--- src/sv/hgps_pkg.sv ---
`timescale 1ns / 1ps

package hgps_pkg;

    localparam int FRAC_BITS = 8;
    localparam int EDGE_W    = 10;
    localparam int COUNT_W   = 8;
    localparam int POINT_W   = 24;
    localparam int IDX_W     = 9;
    localparam int EQ_W      = EDGE_W + FRAC_BITS;   // edge in Q format
    localparam int NUM_W     = POINT_W + 1;          // divider remainder
    localparam int WIDE_W    = 29;                   // signed working coordinate
    localparam int DIFF_W    = 21;                   // signed distance component
    localparam int SQ_W      = 2 * DIFF_W;

    localparam logic [15:0] INV_SQRT3_Q16  = 16'd37837;
    localparam logic [15:0] SQRT3_HALF_Q16 = 16'd56756;

    localparam logic [1:0] REG_CELL_EDGE = 2'd0;
    localparam logic [1:0] REG_GRID_ROWS = 2'd1;
    localparam logic [1:0] REG_GRID_COLS = 2'd2;

    // one item inside the quotient pipeline
    typedef struct packed {
        logic                      vld;
        logic                      inb;
        logic                      top;
        logic signed [POINT_W-1:0] x;
        logic signed [POINT_W-1:0] y;
        logic [NUM_W-1:0]          rf;
        logic [NUM_W-1:0]          ra;
        logic [NUM_W-1:0]          rr;
        logic [IDX_W-1:0]          qf;
        logic [IDX_W-1:0]          qa;
        logic [IDX_W-1:0]          qr;
    } div_item_t;

    function automatic logic signed [POINT_W-1:0] sat_coord(
        input logic signed [WIDE_W-1:0] v
    );
        logic signed [WIDE_W-1:0] hi;
        logic signed [WIDE_W-1:0] lo;
        hi = WIDE_W'(2 ** (POINT_W - 1) - 1);
        lo = -WIDE_W'(2 ** (POINT_W - 1));
        if (v > hi) begin
            return hi[POINT_W-1:0];
        end else if (v < lo) begin
            return lo[POINT_W-1:0];
        end
        return v[POINT_W-1:0];
    endfunction

endpackage

--- src/sv/hgps_div.sv ---
`timescale 1ns / 1ps

// Three-lane restoring divider, one quotient bit per stage, MSB first.
module hgps_div (
    input  logic                          aclk,
    input  logic                          aresetn,
    input  logic                          en,
    input  logic [hgps_pkg::EQ_W-1:0]     div_e,
    input  logic [hgps_pkg::EQ_W-1:0]     div_r,
    input  hgps_pkg::div_item_t           in_item,
    output hgps_pkg::div_item_t           out_item
);

    localparam int STAGES = hgps_pkg::IDX_W;
    localparam int CMP_W  = hgps_pkg::NUM_W + STAGES;

    hgps_pkg::div_item_t stage_reg  [STAGES];
    hgps_pkg::div_item_t stage_next [STAGES];

    genvar k;
    generate
        for (k = 0; k < STAGES; k++) begin : g_stage
            localparam int B = STAGES - 1 - k;
            hgps_pkg::div_item_t src;
            logic [CMP_W-1:0] se, sr;

            if (k == 0) begin : g_first
                assign src = in_item;
            end else begin : g_rest
                assign src = stage_reg[k-1];
            end

            assign se = CMP_W'(div_e) << B;
            assign sr = CMP_W'(div_r) << B;

            always_comb begin
                stage_next[k] = src;
                if (CMP_W'(src.rf) >= se) begin
                    stage_next[k].rf    = src.rf - se[hgps_pkg::NUM_W-1:0];
                    stage_next[k].qf[B] = 1'b1;
                end
                if (CMP_W'(src.ra) >= se) begin
                    stage_next[k].ra    = src.ra - se[hgps_pkg::NUM_W-1:0];
                    stage_next[k].qa[B] = 1'b1;
                end
                if (CMP_W'(src.rr) >= sr) begin
                    stage_next[k].rr    = src.rr - sr[hgps_pkg::NUM_W-1:0];
                    stage_next[k].qr[B] = 1'b1;
                end
            end

            always_ff @(posedge aclk) begin
                if (!aresetn) begin
                    stage_reg[k].vld <= 1'b0;
                end else if (en) begin
                    stage_reg[k] <= stage_next[k];
                end
            end
        end
    endgenerate

    assign out_item = stage_reg[STAGES-1];

endmodule

--- config.mk ---
export PLATFORM = sky130hd
export DESIGN_NAME = hgps_div
export DESIGN_NICKNAME = d
export VERILOG_FILES = /design/src/sv/hgps_pkg.sv /design/src/sv/hgps_div.sv
export SDC_FILE = /design/constraint.sdc
export NUM_CORES = 2
export LEC_CHECK = 0
export ABC_AREA = 1
export BUFFER_PORTS_ARGS = -buffer_cell sky130_fd_sc_hd__buf_2
export CAP_MARGIN = 30
export CORE_MARGIN = 4
export CORE_UTILIZATION = 65
export DETAILED_ROUTE_END_ITERATION = 8
export GPL_TIMING_DRIVEN = 0
export PLACE_DENSITY = 0.83
export SLEW_MARGIN = 5
export SYNTH_ARGS = -nofsm -noshare
export SYNTH_HDL_FRONTEND = slang
export SYNTH_SLANG_ARGS = --single-unit
--- constraint.sdc ---
create_clock -name aclk -period 52.1 [get_ports aclk]
set_input_delay 10.42 -clock aclk [delete_from_list [all_inputs] [get_ports aclk]]
set_output_delay 10.42 -clock aclk [all_outputs]
set_load 0.03 [all_outputs]
==> results.txt <==
----------------------------------------------------
[Drt]
  Post-route ant nets ... 0
  Detailed router's first-iteration violation count ... 7,524
  Number of iterations in the first detailed-routing pass ... 8
  Via density per instance ... 5.580
  Average wire length per cell after detail routing ... 18.33 microns
  Drt drc ... 0
  Final Routed Wirelength ... 236,300 microns
  Vias post-DR ... between 70,000 and 80,000

[Clocking]
  Count of hold buffers inserted by post-cts repair ... 0
  Max Root-Sink Buffers ... 3
  H-tree lvl count ... 4
  TritonCTS clock tree ... built
  Clock network latency to the later pin of the worst-skew pair ... approximately 0.83 ns
  Setup fix buffers added after clock tree synthesis ... 0
  Number of clock buffers inserted by TritonCTS ... 145
  CTS Root Cell ... clkbuf_16
  Post-cts gate resize count ... 0
  TritonCTS sink count ... 1,377
  Clock Pin Slew Worst Setup and Hold Paths ... 0.07 ns

[GRT]
  Antenna violations before repair ... 12
  Vias in the first global route ... 69,008
  Global route total overflow ... 0
  First-pass GRT wire length ... about 360,000 microns
  Largest net degree at the start of global routing ... between 100 and 150
  Total GRT Usage ... 0.3399

[Yosys]
  Cell area after synthesis ... approximately 85,000 sq um
  Post-Syn Instances ... 10,515
  Number of storage elements in the synthesis netlist ... 1,377
  Fraction of the yosys area taken by sequential cells ... 0.4852
  Count of unique library cells instantiated by Yosys ... 44
  Number of nets produced by synthesis ... 11,217
  Number of warnings issued by yosys ... 0
  Synthesized area per cell ... 8.103 sq um

[Power]
  LEAKAGE ... approximately 0.045 uW
  Power per Cell Area ... about 33 nW/um^2
  Maximum VDD drop ... 0.00003716 V

[Worst setup path]
  Critical path data arrival time ... 14.39 ns
  Critical path endpoint category ... flop
  Depth of the most critical reg-to-reg path ... 13
  Largest driver fanout on the critical path ... 136
  Worst setup path startpoint ... aresetn
  Source of the worst register-to-register timing path ... stage_reg[4][80]$_DFFE_PP_
  Reg-to-reg endpoint ... stage_reg[5][80]$_DFFE_PP_
  Required time worst endpoint ... between 50 and 60 ns
  Critical setup path kind ... in2reg
  Worst setup SP type ... input pin
  Register-to-Register Setup Slack ... roughly 49 ns

[Timing]
  Ratio of final minimum period to clock period ... 0.2673
  Maximum frequency from static timing analysis ... 0.07181 GHz
  Max-slew violation total from the final report ... 0
  Clock Skews ... 0.06803 ns
  Minimum clock period ... about 14 ns
  Transition at the pin with the smallest max-transition slack ... 0.9981 ns
  Setup repair after global routing missed its margin ... false
  Final total negative setup slack ... 0 ns
  Max_slew headroom ... 0.3346
  Fin. Hold Viols ... 0
  Number of setup violations in the final report ... 0

[Floorplanning]
  Area of the die ... between 100,000 and 150,000 sq um
  Starting utilization of the core area ... 0.6563
  Standard-cell row count ... 132
  Horizontal die dimension ... ~370 microns
  Core ar. ... 129,800 sq um
  Die boundary height ... about 370 microns
  Boundary Pins ... 345

[Worst hold path]
  Cell depth of the worst hold path ... 0
  Hold worst-path end ... stage_reg[4][117]$_DFFE_PP_
  Worst hold-check path type ... reg2reg
  Hold path startpoint ... stage_reg[3][117]$_DFFE_PP_

[Placed design]
  Post-placement cell count ... 12,625
  HPWL after detailed placement ... 175,000 microns
  Weighted congestion reported at the end of routability-driven placement ... 0.9807
  Port Buf Inserts ... about 340

[Final layout]
  Proportion of layout cells with a drive suffix above 1 ... 0.08182
  Synthesis-to-finish area growth ... 11.04%
  Number of cells in the finished layout apart from fillers ... 12,895
  Final standard cell utilization of the core ... 0.7288
  Fill count ... 9,811
  Total number of nets in the final design ... about 12,000
  Flip-flop count of the largest register after layout ... 1,377

[Run]
  Max-capacitance violation count ... 0

[Run status]
  Result of the run ... complete, no violations

----------------------------------------------------
## synth_stat cells (all sizes together)
| cell | count | area (sq um) |
|---|---|---|
| xor2 | 211 | 1848 |
| or2 | 43 | 269.0 |
| inv | 1604 | 6026 |
| dfxtp | 1 | 20.02 |
| o21a | 3 | 22.52 |
| nand2b | 1 | 6.260 |
| nand4 | 106 | 700.7 |
| edfxtp | 1376 | 41320 |
| nand3b | 112 | 840.8 |
| a21o | 1 | 7.510 |
| nor2 | 793 | 3117 |
| nand3 | 692 | 3496 |
| and3 | 2 | 12.51 |
| fa | 27 | 540.5 |
| buf | 97 | 894.6 |
| a21oi | 367 | 2096 |
| nand2 | 4344 | 16500 |
| nor3b | 3 | 22.52 |
| ha | 483 | 6043 |
| xnor2 | 17 | 148.9 |
| o21ai | 94 | 470.5 |
| nor4 | 6 | 37.54 |
| o21bai | 23 | 172.7 |
| nor3 | 80 | 411.7 |
| and2 | 29 | 181.4 |
## metal layers
metal	up-vias	global-route usage	wire, microns
met1	32722	0.4250	91310
met5	-	0	57
li1	34817	-	-
met4	8	0.1644	13300
met2	3517	0.5711	110800
met3	894	0.06381	20900
## worst max-delay path, stage by stage
cell and delay [ns]:
buf_2 0.10, nand2_1 0.26, inv_8 0.62, buf_16 0.52, buf_16 0.46, buf_16 0.54, buf_16 0.50, buf_16 0.52
## cells in the final DEF, fill, tap and decap left out, types with 27 or more instances in the layout
cell	synthesis	routed
nand2_1	4289	4289
inv_1	1575	1559
edfxtp_1	1376	1376
nor2_1	753	753
nand3_1	687	687
ha_1	483	483
buf_2	9	353
a21oi_1	300	300
xor2_1	211	211
clkbuf_16	0	145
nand3b_1	112	112
nand4_1	100	100
o21ai_0	89	89
nor3_1	79	79
a21oi_2	66	66
buf_6	47	47
nand2_2	46	46
inv_2	27	42
buf_4	40	40
nor2_2	32	32
and2_1	29	29
fa_1	27	27
clkinv_1	0	27
clkbuf_1	0	27
## where the power goes
part	leakage, uW	internal [uW]	switching (uW)
Sequential	0.0129	1320	40.9
Combinational	0.0299	244	504
Clock	0.00232	590	458
Total	0.0451	2150	1000
## worst max path at each step
stage / endpoint / cells past startpoint
finish: stage_reg[1][133]$_DFFE_PP_ / 8
CTS: stage_reg[6][110]$_DFFE_PP_ / 8
global placement: stage_reg[2][111]$_DFFE_PP_ / 3
global route: stage_reg[2][128]$_DFFE_PP_ / 8
detailed placement: stage_reg[0][127]$_DFFE_PP_ / 8
floorplan: stage_reg[0][0]$_DFFE_PP_ / 2
## kinds of logic after synthesis
family          synth area share
buf+inv                  0.08122
simple gates              0.3004
xor+xnor                 0.02344
flops                     0.4852
fa+ha+maj                0.07727
compound gates           0.03250
## final cells by class
type,count,area [sq um],area share
inverters,1604,6033,0.06377
clock buffers,173,3744,0.03957
well taps,1742,2180,0.02304
flip-flops and latches,1377,41340,0.4369
diodes,7,17.52,0.0001851
plain buffers,97,894.6,0.009456
multi-input cells,7437,36940,0.3905
repair buffers,368,2330,0.02462
clock inverters,90,1132,0.01197
## metrics by stage
step	setup slack (ns)	power, uW	cell area, sq um	hold WS [ns]
floorplan	13.62	1962	85200	0.4003
global placement	5.346	2156	89100	0.4000
detailed placement	37.30	2104	89720	0.4045
CTS	38.17	3151	94590	0.3712
global route	37.84	3313	94600	0.3830
finish	38.17	3158	94610	0.3823
Power figures use the tool's default switching activity.
